### src/rtl/core/first_fit_segment_allocator_core_macros.svh
// Assertion macros for the allocator RTL.
`ifndef FIRST_FIT_SEGMENT_ALLOCATOR_CORE_MACROS_SVH
`define FIRST_FIT_SEGMENT_ALLOCATOR_CORE_MACROS_SVH

// The consequent must hold in the same cycle as the antecedent.
`define FFSA_ASSERT_SAME(lbl, ante, cons, msg) \
    lbl: assert property (@(posedge i_clk) disable iff (!i_rst_n) (ante) |-> (cons)) \
        else $error(msg);

// The consequent must hold in the cycle after the antecedent.
`define FFSA_ASSERT_NEXT(lbl, ante, cons, msg) \
    lbl: assert property (@(posedge i_clk) disable iff (!i_rst_n) (ante) |=> (cons)) \
        else $error(msg);

`endif

### src/rtl/core/ffsa_pkg.sv
`default_nettype none
package ffsa_pkg;

    localparam int POOL_SIZE_DEF = 256;
    localparam int MAX_SEG_DEF   = 32;

    localparam logic [1:0] KIND_ALLOC   = 2'd0;
    localparam logic [1:0] KIND_FREE    = 2'd1;
    localparam logic [1:0] KIND_REALLOC = 2'd2;
    localparam logic [1:0] KIND_COMPACT = 2'd3;

    localparam logic [2:0] ST_OK         = 3'd0;
    localparam logic [2:0] ST_NO_SPACE   = 3'd1;
    localparam logic [2:0] ST_NOT_FOUND  = 3'd2;
    localparam logic [2:0] ST_TABLE_FULL = 3'd3;
    localparam logic [2:0] ST_BAD_SIZE   = 3'd4;

    typedef struct packed {
        logic [1:0] kind;
        logic [8:0] size;
        logic [7:0] handle;
    } t_req;

    typedef struct packed {
        logic [2:0] status;
        logic [7:0] address;
        logic [7:0] old_address;
        logic [8:0] seg_length;
        logic       last;
    } t_res;

    typedef enum logic [2:0] {
        S_IDLE,
        S_CHECK,
        S_FIND,
        S_ALLOC,
        S_REL,
        S_CMP
    } t_state;

    typedef enum logic [2:0] {
        RES_ERR,
        RES_ALLOC,
        RES_FREE,
        RES_RFAIL,
        RES_REALLOC,
        RES_MOVE,
        RES_TAIL
    } t_res_sel;

    typedef struct packed {
        logic       load;
        logic       ptr_clr;
        logic       ptr_inc;
        logic       save_idx;
        logic       release_cur;
        logic       release_idx;
        logic       take;
        logic       cmp_init;
        logic       cmp_step;
        logic       cmp_end;
        logic       emit;
        t_res_sel   res_sel;
        logic [2:0] res_status;
    } t_cmd;

    typedef struct packed {
        logic [1:0] kind;
        logic       size_zero;
        logic       at_end;
        logic       match;
        logic       fit;
        logic       exact;
        logic       full;
        logic       hole;
        logic       cur_busy;
    } t_stat;

endpackage
`default_nettype wire

### src/rtl/core/first_fit_segment_allocator_core.sv
`default_nettype none
// First-fit allocator over a byte pool kept as an address-ordered segment table.
// A request (kind, size, handle) transfers at a clock edge with start high and
// busy low. busy stays high until the request's final result has been issued.
// Each result appears on o_result for one cycle with o_strobe high; the
// receiver cannot stall, so results must be taken as they come. The final
// result of a request has last set; only compaction issues earlier results,
// one per relocated segment.
// Each request walks the segment table one entry per cycle: allocate walks
// for a first fit, free searches for the handle, reallocate does a handle
// search and then an allocation walk, and compact walks every table entry.
// The final result is registered from the last state of the request; busy
// drops in the cycle in which it strobes, and a new request may transfer then.
// A synchronous reset leaves one free segment spanning the whole pool; there
// is no clearing pass.
`include "first_fit_segment_allocator_core_macros.svh"
module first_fit_segment_allocator_core #(
    parameter int POOL_SIZE    = ffsa_pkg::POOL_SIZE_DEF,
    parameter int MAX_SEGMENTS = ffsa_pkg::MAX_SEG_DEF
) (
    input  wire            i_clk,
    input  wire            i_rst_n,
    input  wire            start,
    output logic           busy,
    input  ffsa_pkg::t_req i_req,
    output ffsa_pkg::t_res o_result,
    output logic           o_strobe
);
    import ffsa_pkg::*;

    t_cmd  cmd;
    t_stat stat;

    ffsa_ctrl u_ctrl (
        .i_clk   (i_clk),
        .i_rst_n (i_rst_n),
        .i_start (start),
        .i_stat  (stat),
        .o_cmd   (cmd),
        .o_busy  (busy)
    );

    ffsa_dp #(
        .POOL_SIZE    (POOL_SIZE),
        .MAX_SEGMENTS (MAX_SEGMENTS)
    ) u_dp (
        .i_clk    (i_clk),
        .i_rst_n  (i_rst_n),
        .i_req    (i_req),
        .i_cmd    (cmd),
        .o_stat   (stat),
        .o_result (o_result),
        .o_strobe (o_strobe)
    );

    `FFSA_ASSERT_NEXT(a_busy_after_accept, start && !busy, busy, "request accepted but not busy")
    `FFSA_ASSERT_SAME(a_mid_result_busy, o_strobe && !o_result.last, busy, "non-final result while idle")
    `FFSA_ASSERT_SAME(a_error_is_last, o_strobe && o_result.status != ST_OK, o_result.last, "error result not final")

endmodule
`default_nettype wire

### src/rtl/core/ffsa_ctrl.sv
`default_nettype none
module ffsa_ctrl (
    input  wire             i_clk,
    input  wire             i_rst_n,
    input  wire             i_start,
    input  ffsa_pkg::t_stat i_stat,
    output ffsa_pkg::t_cmd  o_cmd,
    output logic            o_busy
);
    import ffsa_pkg::*;

    t_state r_state;
    t_state n_state;

    always_ff @(posedge i_clk) begin
        if (!i_rst_n) begin
            r_state <= S_IDLE;
        end else begin
            r_state <= n_state;
        end
    end

    always_comb begin
        n_state = r_state;
        o_cmd   = '0;
        o_cmd.res_sel    = RES_ERR;
        o_cmd.res_status = ST_OK;
        case (r_state)
            S_IDLE: begin
                if (i_start) begin
                    o_cmd.load = 1'b1;
                    n_state    = S_CHECK;
                end
            end
            S_CHECK: begin
                if (i_stat.size_zero &&
                    (i_stat.kind == KIND_ALLOC || i_stat.kind == KIND_REALLOC)) begin
                    o_cmd.emit       = 1'b1;
                    o_cmd.res_status = ST_BAD_SIZE;
                    n_state          = S_IDLE;
                end else begin
                    case (i_stat.kind)
                        KIND_ALLOC:   n_state = S_ALLOC;
                        KIND_FREE:    n_state = S_FIND;
                        KIND_REALLOC: n_state = S_FIND;
                        default: begin
                            o_cmd.cmp_init = 1'b1;
                            n_state        = S_CMP;
                        end
                    endcase
                end
            end
            S_FIND: begin
                if (i_stat.at_end) begin
                    o_cmd.emit       = 1'b1;
                    o_cmd.res_status = ST_NOT_FOUND;
                    n_state          = S_IDLE;
                end else if (i_stat.match) begin
                    if (i_stat.kind == KIND_FREE) begin
                        o_cmd.release_cur = 1'b1;
                        o_cmd.emit        = 1'b1;
                        o_cmd.res_sel     = RES_FREE;
                        n_state           = S_IDLE;
                    end else begin
                        o_cmd.save_idx = 1'b1;
                        o_cmd.ptr_clr  = 1'b1;
                        n_state        = S_ALLOC;
                    end
                end else begin
                    o_cmd.ptr_inc = 1'b1;
                end
            end
            S_ALLOC: begin
                if (i_stat.at_end || (i_stat.fit && !i_stat.exact && i_stat.full)) begin
                    o_cmd.emit       = 1'b1;
                    o_cmd.res_sel    = (i_stat.kind == KIND_REALLOC) ? RES_RFAIL : RES_ERR;
                    o_cmd.res_status = i_stat.at_end ? ST_NO_SPACE : ST_TABLE_FULL;
                    n_state          = S_IDLE;
                end else if (i_stat.fit) begin
                    o_cmd.take = 1'b1;
                    if (i_stat.kind == KIND_REALLOC) begin
                        n_state = S_REL;
                    end else begin
                        o_cmd.emit    = 1'b1;
                        o_cmd.res_sel = RES_ALLOC;
                        n_state       = S_IDLE;
                    end
                end else begin
                    o_cmd.ptr_inc = 1'b1;
                end
            end
            S_REL: begin
                o_cmd.release_idx = 1'b1;
                o_cmd.emit        = 1'b1;
                o_cmd.res_sel     = RES_REALLOC;
                n_state           = S_IDLE;
            end
            S_CMP: begin
                if (i_stat.at_end) begin
                    o_cmd.cmp_end = 1'b1;
                    o_cmd.emit    = 1'b1;
                    o_cmd.res_sel = RES_TAIL;
                    n_state       = S_IDLE;
                end else begin
                    o_cmd.cmp_step = 1'b1;
                    o_cmd.ptr_inc  = 1'b1;
                    if (i_stat.cur_busy && i_stat.hole) begin
                        o_cmd.emit    = 1'b1;
                        o_cmd.res_sel = RES_MOVE;
                    end
                end
            end
            default: n_state = S_IDLE;
        endcase
    end

    assign o_busy = (r_state != S_IDLE);

endmodule
`default_nettype wire

### src/rtl/core/ffsa_dp.sv
`default_nettype none
module ffsa_dp #(
    parameter int POOL_SIZE    = ffsa_pkg::POOL_SIZE_DEF,
    parameter int MAX_SEGMENTS = ffsa_pkg::MAX_SEG_DEF
) (
    input  wire             i_clk,
    input  wire             i_rst_n,
    input  ffsa_pkg::t_req  i_req,
    input  ffsa_pkg::t_cmd  i_cmd,
    output ffsa_pkg::t_stat o_stat,
    output ffsa_pkg::t_res  o_result,
    output logic            o_strobe
);
    import ffsa_pkg::*;

    localparam int IDX_W = $clog2(MAX_SEGMENTS);
    localparam int CNT_W = $clog2(MAX_SEGMENTS + 1);

    logic [7:0]       r_start [MAX_SEGMENTS];
    logic [8:0]       r_len   [MAX_SEGMENTS];
    logic             r_busy  [MAX_SEGMENTS];
    logic [CNT_W-1:0] r_count;

    t_req             r_req;
    logic [CNT_W-1:0] r_ptr;
    logic [CNT_W-1:0] r_wr;
    logic [IDX_W-1:0] r_idx;
    logic [8:0]       r_oldlen;
    logic [7:0]       r_pos;
    logic [8:0]       r_hole_len;
    logic [8:0]       r_cur;
    logic             r_strobe;
    t_res             r_res;
    t_res             n_res;

    logic [IDX_W-1:0] ptr_idx;
    logic [IDX_W-1:0] wr_idx;
    logic [7:0]       e_start;
    logic [8:0]       e_len;
    logic             e_busy;
    logic [8:0]       split_sum;
    logic             hole;

    assign ptr_idx   = r_ptr[IDX_W-1:0];
    assign wr_idx    = r_wr[IDX_W-1:0];
    assign e_start   = r_start[ptr_idx];
    assign e_len     = r_len[ptr_idx];
    assign e_busy    = r_busy[ptr_idx];
    assign split_sum = {1'b0, e_start} + r_req.size;
    assign hole      = (r_hole_len != '0);

    assign o_stat.kind      = r_req.kind;
    assign o_stat.size_zero = (r_req.size == '0);
    assign o_stat.at_end    = (r_ptr == r_count);
    assign o_stat.match     = e_busy && (e_start == r_req.handle);
    assign o_stat.fit       = !e_busy && (e_len >= r_req.size);
    assign o_stat.exact     = (e_len == r_req.size);
    assign o_stat.full      = (r_count == CNT_W'(MAX_SEGMENTS));
    assign o_stat.hole      = hole;
    assign o_stat.cur_busy  = e_busy;

    // Segment table. A split opens a hole after the pointer by moving the
    // upper entries up one place; compaction rewrites entries at r_wr.
    always_ff @(posedge i_clk) begin
        if (!i_rst_n) begin
            for (int j = 0; j < MAX_SEGMENTS; j++) begin
                r_busy[j] <= 1'b0;
            end
            r_start[0] <= '0;
            r_len[0]   <= 9'(POOL_SIZE);
            r_count    <= CNT_W'(1);
        end else begin
            if (i_cmd.take) begin
                if (o_stat.exact) begin
                    r_busy[ptr_idx] <= 1'b1;
                end else begin
                    for (int j = 1; j < MAX_SEGMENTS; j++) begin
                        if (j > int'(r_ptr) + 1 && j <= int'(r_count)) begin
                            r_start[j] <= r_start[j-1];
                            r_len[j]   <= r_len[j-1];
                            r_busy[j]  <= r_busy[j-1];
                        end else if (j == int'(r_ptr) + 1) begin
                            r_start[j] <= split_sum[7:0];
                            r_len[j]   <= e_len - r_req.size;
                            r_busy[j]  <= 1'b0;
                        end
                    end
                    r_len[ptr_idx]  <= r_req.size;
                    r_busy[ptr_idx] <= 1'b1;
                    r_count         <= r_count + CNT_W'(1);
                end
            end
            if (i_cmd.release_cur) begin
                r_busy[ptr_idx] <= 1'b0;
            end
            if (i_cmd.release_idx) begin
                r_busy[r_idx] <= 1'b0;
            end
            if (i_cmd.cmp_step && e_busy) begin
                r_start[wr_idx] <= r_cur[7:0];
                r_len[wr_idx]   <= e_len;
                r_busy[wr_idx]  <= 1'b1;
            end
            if (i_cmd.cmp_end) begin
                if (hole) begin
                    r_start[wr_idx] <= r_cur[7:0];
                    r_len[wr_idx]   <= r_hole_len;
                    r_busy[wr_idx]  <= 1'b0;
                    r_count         <= r_wr + CNT_W'(1);
                end else begin
                    r_count <= r_wr;
                end
            end
        end
    end

    always_ff @(posedge i_clk) begin
        if (i_cmd.load) begin
            r_req <= i_req;
        end
        if (i_cmd.load || i_cmd.ptr_clr) begin
            r_ptr <= '0;
        end else if (i_cmd.ptr_inc) begin
            r_ptr <= r_ptr + CNT_W'(1);
        end
        if (i_cmd.save_idx) begin
            r_idx    <= ptr_idx;
            r_oldlen <= e_len;
        end else if (i_cmd.take && !o_stat.exact && ptr_idx < r_idx) begin
            r_idx <= r_idx + IDX_W'(1);
        end
        if (i_cmd.take) begin
            r_pos <= e_start;
        end
        if (i_cmd.cmp_init) begin
            r_hole_len <= '0;
            r_cur      <= '0;
            r_wr       <= '0;
        end else if (i_cmd.cmp_step) begin
            if (e_busy) begin
                r_cur <= r_cur + e_len;
                r_wr  <= r_wr + CNT_W'(1);
            end else begin
                r_hole_len <= r_hole_len + e_len;
            end
        end
        if (i_cmd.emit) begin
            r_res <= n_res;
        end
    end

    always_ff @(posedge i_clk) begin
        if (!i_rst_n) begin
            r_strobe <= 1'b0;
        end else begin
            r_strobe <= i_cmd.emit;
        end
    end

    always_comb begin
        n_res        = '0;
        n_res.status = i_cmd.res_status;
        n_res.last   = (i_cmd.res_sel != RES_MOVE);
        case (i_cmd.res_sel)
            RES_ALLOC: begin
                n_res.address    = e_start;
                n_res.seg_length = r_req.size;
            end
            RES_FREE: begin
                n_res.address    = r_req.handle;
                n_res.seg_length = e_len;
            end
            RES_RFAIL: begin
                n_res.address     = r_req.handle;
                n_res.old_address = r_req.handle;
                n_res.seg_length  = r_oldlen;
            end
            RES_REALLOC: begin
                n_res.address     = r_pos;
                n_res.old_address = r_req.handle;
                n_res.seg_length  = r_req.size;
            end
            RES_MOVE: begin
                n_res.address     = r_cur[7:0];
                n_res.old_address = e_start;
                n_res.seg_length  = e_len;
            end
            RES_TAIL: begin
                if (hole) begin
                    n_res.address    = r_cur[7:0];
                    n_res.seg_length = r_hole_len;
                end
            end
            default: begin
                n_res.address = '0;
            end
        endcase
    end

    assign o_result = r_res;
    assign o_strobe = r_strobe;

endmodule
`default_nettype wire

### config.mk
export PLATFORM = sky130hd
export DESIGN_NAME = first_fit_segment_allocator_core
export DESIGN_NICKNAME = d
export VERILOG_FILES = /design/src/rtl/core/ffsa_pkg.sv /design/src/rtl/core/first_fit_segment_allocator_core.sv /design/src/rtl/core/ffsa_ctrl.sv /design/src/rtl/core/ffsa_dp.sv
export VERILOG_INCLUDE_DIRS = /design/src /design/src/rtl/core
export SDC_FILE = /design/constraint.sdc
export NUM_CORES = 2
export LEC_CHECK = 0
export BUFFER_PORTS_ARGS = -buffer_cell sky130_fd_sc_hd__buf_2
export CAP_MARGIN = 20
export CORE_MARGIN = 2
export CORE_UTILIZATION = 55
export DETAILED_ROUTE_END_ITERATION = 16
export GPL_TIMING_DRIVEN = 0
export HOLD_SLACK_MARGIN = 0.15
export PLACE_DENSITY_LB_ADDON = 0.1
export SLEW_MARGIN = 20
export SYNTH_ARGS = -nofsm -noshare
export SYNTH_HDL_FRONTEND = slang
export SYNTH_SLANG_ARGS = --single-unit
### constraint.sdc
create_clock -name i_clk -period 16.2 [get_ports i_clk]
set_input_delay 3.24 -clock i_clk [delete_from_list [all_inputs] [get_ports i_clk]]
set_output_delay 3.24 -clock i_clk [all_outputs]
set_load 0.005 [all_outputs]
Word-level counts from Yosys, hierarchy flattened
Memories as Yosys holds them, arrays and structs flattened. A register that Yosys moved wholly into a read port is not among the register bits.
Cells that the tools add are included.
{ "word_totals": {"register_bits": 110, "mem_bits_rw": 576, "output_inout_bits": 31, "wordCells": 929, "n_memories": 3} }
{ "op_classes": {"addsub": 9, "n_lt_le_gt_ge": 64, "n_eq_ne": 54, "muxes": 582, "bitwise_logic": 130, "reduce_logical": 69} }
{ "memory_table": {"columns": ["memory", "depth", "word_bits", "read_ports", "rd_ports_with_merged_regs", "write_ports", "line_no", "source"], "rows": [
  ["u_dp.r_len", 32, 9, 32, 1, 32, "ffsa_dp.sv:20", "logic [8:0] r_len [MAX_SEGMENTS];"],
  ["u_dp.r_start", 32, 8, 32, 1, 31, "ffsa_dp.sv:19", "logic [7:0] r_start [MAX_SEGMENTS];"],
  ["u_dp.r_busy", 32, 1, 32, 1, 32, "ffsa_dp.sv:21", "logic r_busy [MAX_SEGMENTS];"]
]} }
{ "op_table": {"columns": ["operator", "n"], "rows": [
  ["$eq A6 B32 Y1 const A", 16],
  ["$gt A6 B32 Y1 const A", 16],
  ["$mux W1", 458],
  ["$mux W9", 35],
  ["$mux W8", 35],
  ["$eq A5 B32 Y1 const A", 8],
  ["$gt A5 B32 Y1 const A", 8],
  ["$or A1 B1 Y1", 129],
  ["$eq A4 B32 Y1 const A", 4],
  ["$gt A4 B32 Y1 const A", 4],
  ["$le A5 B6 Y1 const A", 16],
  ["$mux W5", 15],
  ["$eq A3 B32 Y1 const A", 2],
  ["$gt A3 B32 Y1 const A", 2],
  ["$le A4 B6 Y1 const A", 8],
  ["$logic_and A1 B1 Y1", 40],
  ["$pmux W8 S5", 1],
  ["$pmux W9 S4", 1],
  ["$mux W3", 11],
  ["$eq A2 B32 Y1 const A", 1],
  ["$gt A2 B32 Y1 const A", 1],
  ["$mux W4", 8],
  ["$le A3 B6 Y1 const A", 4],
  ["$mux W6", 4],
  ["48 further kinds", 81]
]} }

Logic depth before layout (Yosys ltp)
{ "depth": {"ltp_word": 16, "depth_mapped": 24, "depth_no_buf": 16} }

By module
A second synthesis with hierarchy kept.
{ "hier_totals": {"cells_unflattened": 4893, "hier_area_um2": 45511.1} }
{ "modules_own_cells": {"columns": ["module", "instances", "cells_each", "area_each_um2", "seq_area_each_um2"], "rows": [
  ["ffsa_dp", 1, 4809, 44890.6, 20049.2],
  ["ffsa_ctrl", 1, 84, 620.6, 60.1]
]} }

Worst setup path after synthesis
No wires, ideal clock.
{ "synth_path": {"path_kind": "register -> register", "from": "register (tool-made name)", "to": "memory u_dp.r_start[16][0] (enable)", "arrival_ns": 6.178, "t_required_ns": 15.816, "path_slack_ns": 9.638, "path_stages_with_launch": 22, "n_path_buf": 9, "period_less_slack_ns": 6.562, "cell_sequence": "dfxtp_1 buf_2 buf_4 buf_4 buf_2 buf_2 buf_1 buf_1 mux4_2 mux4_2 mux2_2 ha_1 nand4_1 nor3_1 o22ai_1 a2111oi_0 nand2_1 clkbuf_1 nor3_1 clkbuf_1 a21oi_1 o21ai_0"} }
{ "synth_lines": {"columns": ["item", "line_no"], "rows": [
  ["to (decl)", "ffsa_dp.sv:19"]
]} }

==> flow_metrics.env <==
export IMPL_status="complete, no violations"
export IMPL_cts_resized=0
export IMPL_ff2ff_setup_slack_ns=4.52
export IMPL_syn_nets=4437
export IMPL_via_count=39983
export IMPL_dpl_cell_area_um2=44400
export IMPL_antenna_left=0
export IMPL_die_area_um2=79700
export IMPL_num_rows=102
export IMPL_synth_cell_types=74
export IMPL_period_share_pct=72.1
export IMPL_synth_seq_area_share_pct=47.2
export IMPL_highest_layer="met5"
export IMPL_worst_slack_ns=4.52
export IMPL_clkLatencyLatePin_ns=0.67
export IMPL_cp_data_arrival_time_ns=11.95
export IMPL_async_flop_share_pct=0
export IMPL_worstSetupPathType="register to register"
export IMPL_clock_sinks=690
export IMPL_cts_tree="built"
export IMPL_cts_made_buffers=79
export IMPL_avgSynthCellArea_um2=9.78
export IMPL_layout_commonest_cell="nand2_1"
export IMPL_stdcell_count=5623
export IMPL_synth_edf_count=629
export IMPL_dp_hpwl_mm=157
export IMPL_p_leak_uw=0.0169
export IMPL_nets=4584
export IMPL_period_needed_ns=11.68
export IMPL_pre_cts_slack_ns=5.08
export IMPL_drc=0
export IMPL_grt_start_max_net_pins=23
export IMPL_max_slew_margin_rel_pct=12.5
export IMPL_drt_wirelength_per_cell_um=35.6
export IMPL_yosysWarnings=0
export IMPL_layout_common_cells="nand2_1, edfxtp_1, nor2_1"
export IMPL_initial_core_util_pct=55.3
export IMPL_num_fill_cells=6691
export IMPL_postCtsSetupRepairBufs=0
export IMPL_synthesis_area_um2=42600
export IMPL_wirelength_mm=200
export IMPL_r2r_end="u_dp.r_start[16][4]"
export IMPL_grt_pass1_vias=36421
export IMPL_setup_viol=0
export IMPL_postCtsHoldBufs=0
export IMPL_min_delay_start="u_dp.r_busy[3]"
export IMPL_port_buffers=52
export IMPL_die_width_um=282
export IMPL_drv_slew=0
export IMPL_coreArea_um2=77100
export IMPL_dpl_cell_count=5465
export IMPL_critPathMaxFanout=10
export IMPL_reg2regPathDepth=21
export IMPL_power_density_nw_per_um2=148
export IMPL_drt_initial_drc_count=7282
export IMPL_clock_root_buffer="clkbuf_16"
export IMPL_vias_per_cell=7.11
export IMPL_synth_top_area_share_pct=44.3
export IMPL_final_hold_violation_count=0
export IMPL_wl_met1_mm=71.7
export IMPL_grt_pass1_wl_mm=274
export IMPL_synth_area_leader_cell="edfxtp_1"
export IMPL_end_kind="register"
export IMPL_tns_ns=0
export IMPL_crit_required_ns=16.47
export IMPL_power_uw=6950
export IMPL_postSynthCellCount=4359
export IMPL_overflow=0
export IMPL_yosys_top_cells_area="edfxtp_1, mux2i_1, mux4_2"
export IMPL_worstHoldPathType="register to register"
export IMPL_io_pin_count=53
export IMPL_cts_htree_levels=3
export IMPL_rsz0062_at_grt="false"
export IMPL_start_kind="register"
export IMPL_clockBufferDepth=3
export IMPL_ir_drop_mv=0.147
export IMPL_grt_antenna_before_repair=12
export IMPL_holdPathStages=2
export IMPL_synthToLayoutAreaGrowth_pct=10.4
export IMPL_worst_pin_slew_ns=1.28
export IMPL_hold_path_end="u_dp.r_busy[4]"
export IMPL_clk_pin_slew_ns=0.06
export IMPL_wl_met3_mm=34.7
export IMPL_fmax_ghz=0.0856
export IMPL_fin_area_um2=47000
export IMPL_drtPass1Iterations=9
export IMPL_synth_ff_type="edfxtp_1"
export IMPL_track_usage_pct=49.5
export IMPL_die_h_um=282
export IMPL_gp_congestion=1.09
export IMPL_max_cap_violations=0
export IMPL_ys_ff_latch=690
export IMPL_fin_skew_ns=0.0302
export IMPL_drive_gt1_share_pct=8.82
export IMPL_met2_length_mm=80.2
-- metrics by stage --
step	util, %	hold WS (ns)
floorplan	-	0.459
global placement	57.3	0.489
detailed placement	57.6	0.499
CTS	60.9	0.504
global route	61.0	0.541
finish	61.0	0.506
-- registers in the layout, indices dropped and copies added, names as in the netlist, 9 cells and up, named ones only --
name	flops
u_dp.o_result	29
u_dp.r_busy	32
u_dp.r_hole_len	9
u_dp.r_len	288
u_dp.r_oldlen	9
u_dp.r_req	17
u_dp.r_start	256
-- synthesized netlist by cell type (all sizes together), types with 52 or more instances --
cell type and count:
a211oi 54, a21oi 363, a22oi 53, a31oi 94, buf 85, clkbuf 306
dfxtp 61, edfxtp 629, ha 52, inv 66, mux2i 400, mux4 114
nand2 635, nand3 66, nor2 515, o21ai 377
-- critical path, cell delays in order (launching register included) --
cell and delay [ns]:
dfxtp_1 0.31, buf_2 0.24, buf_4 0.31, buf_4 0.32, buf_2 0.57, buf_2 0.66
buf_1 0.80, buf_2 0.68, mux4_2 0.52, mux4_2 0.60, mux2_2 0.50, ha_1 0.49
nand4_1 0.13, nor3_1 0.41, o22ai_1 0.33, a2111oi_1 0.86, nand2_1 0.24, clkbuf_1 0.45
nor3_1 1.07, clkbuf_1 0.79, a21oi_1 0.38, o21ai_1 0.56
-- power by group --
part | internal, uW | total (uW) | leakage [uW] | switching [uW]
Clock | 1050 | 1850 | 0.00123 | 802
Combinational | 657 | 3040 | 0.00947 | 2380
Sequential | 2000 | 2060 | 0.00620 | 68.5
-- cell type report --
cell class              count  area, um2  share of cell area, %
multi-input cells        3208      20800                   44.3
flip-flops and latches    690      20100                   42.8
clock buffers             115       2170                   4.62
plain buffers             391       1580                   3.37
well taps                1040       1300                   2.77
repair buffers             66        390                  0.830
clock inverters            28        362                  0.769
inverters                  70        263                  0.559
diodes                     15       37.5                 0.0798
-- cell families after synthesis --
logic type	synth area share, %
AND/OR/NAND/NOR	14.0
flip-flops	47.2
XOR/XNOR	1.33
adder cells (fa/ha/maj)	1.71
AO/OA/AOI/OAI	15.5
buffers and inverters	4.31
multiplexers	15.9
-- worst max-delay path by stage --
stage / start / to / cells past startpoint / slack, ns
global placement: register / u_dp.r_len[19][3] / 21 / 4.43
floorplan: register / u_dp.r_start[16][0] / 21 / 9.64
global route: register / u_dp.r_start[16][4] / 21 / 4.80
detailed placement: register / u_dp.r_start[16][0] / 21 / 5.08
CTS: register / u_dp.r_start[16][4] / 21 / 5.00
finish: register / u_dp.r_start[16][4] / 21 / 4.52
-- routing by layer --
layer / vias to the layer above / GRT usage (%)
li1: 16295 / -
met2: 3709 / 68.2
met3: 714 / 22.9
met4: 22 / 28.1
met1: 19243 / 63.9
met5: - / 2.08
(Power assumes the default switching activity.)
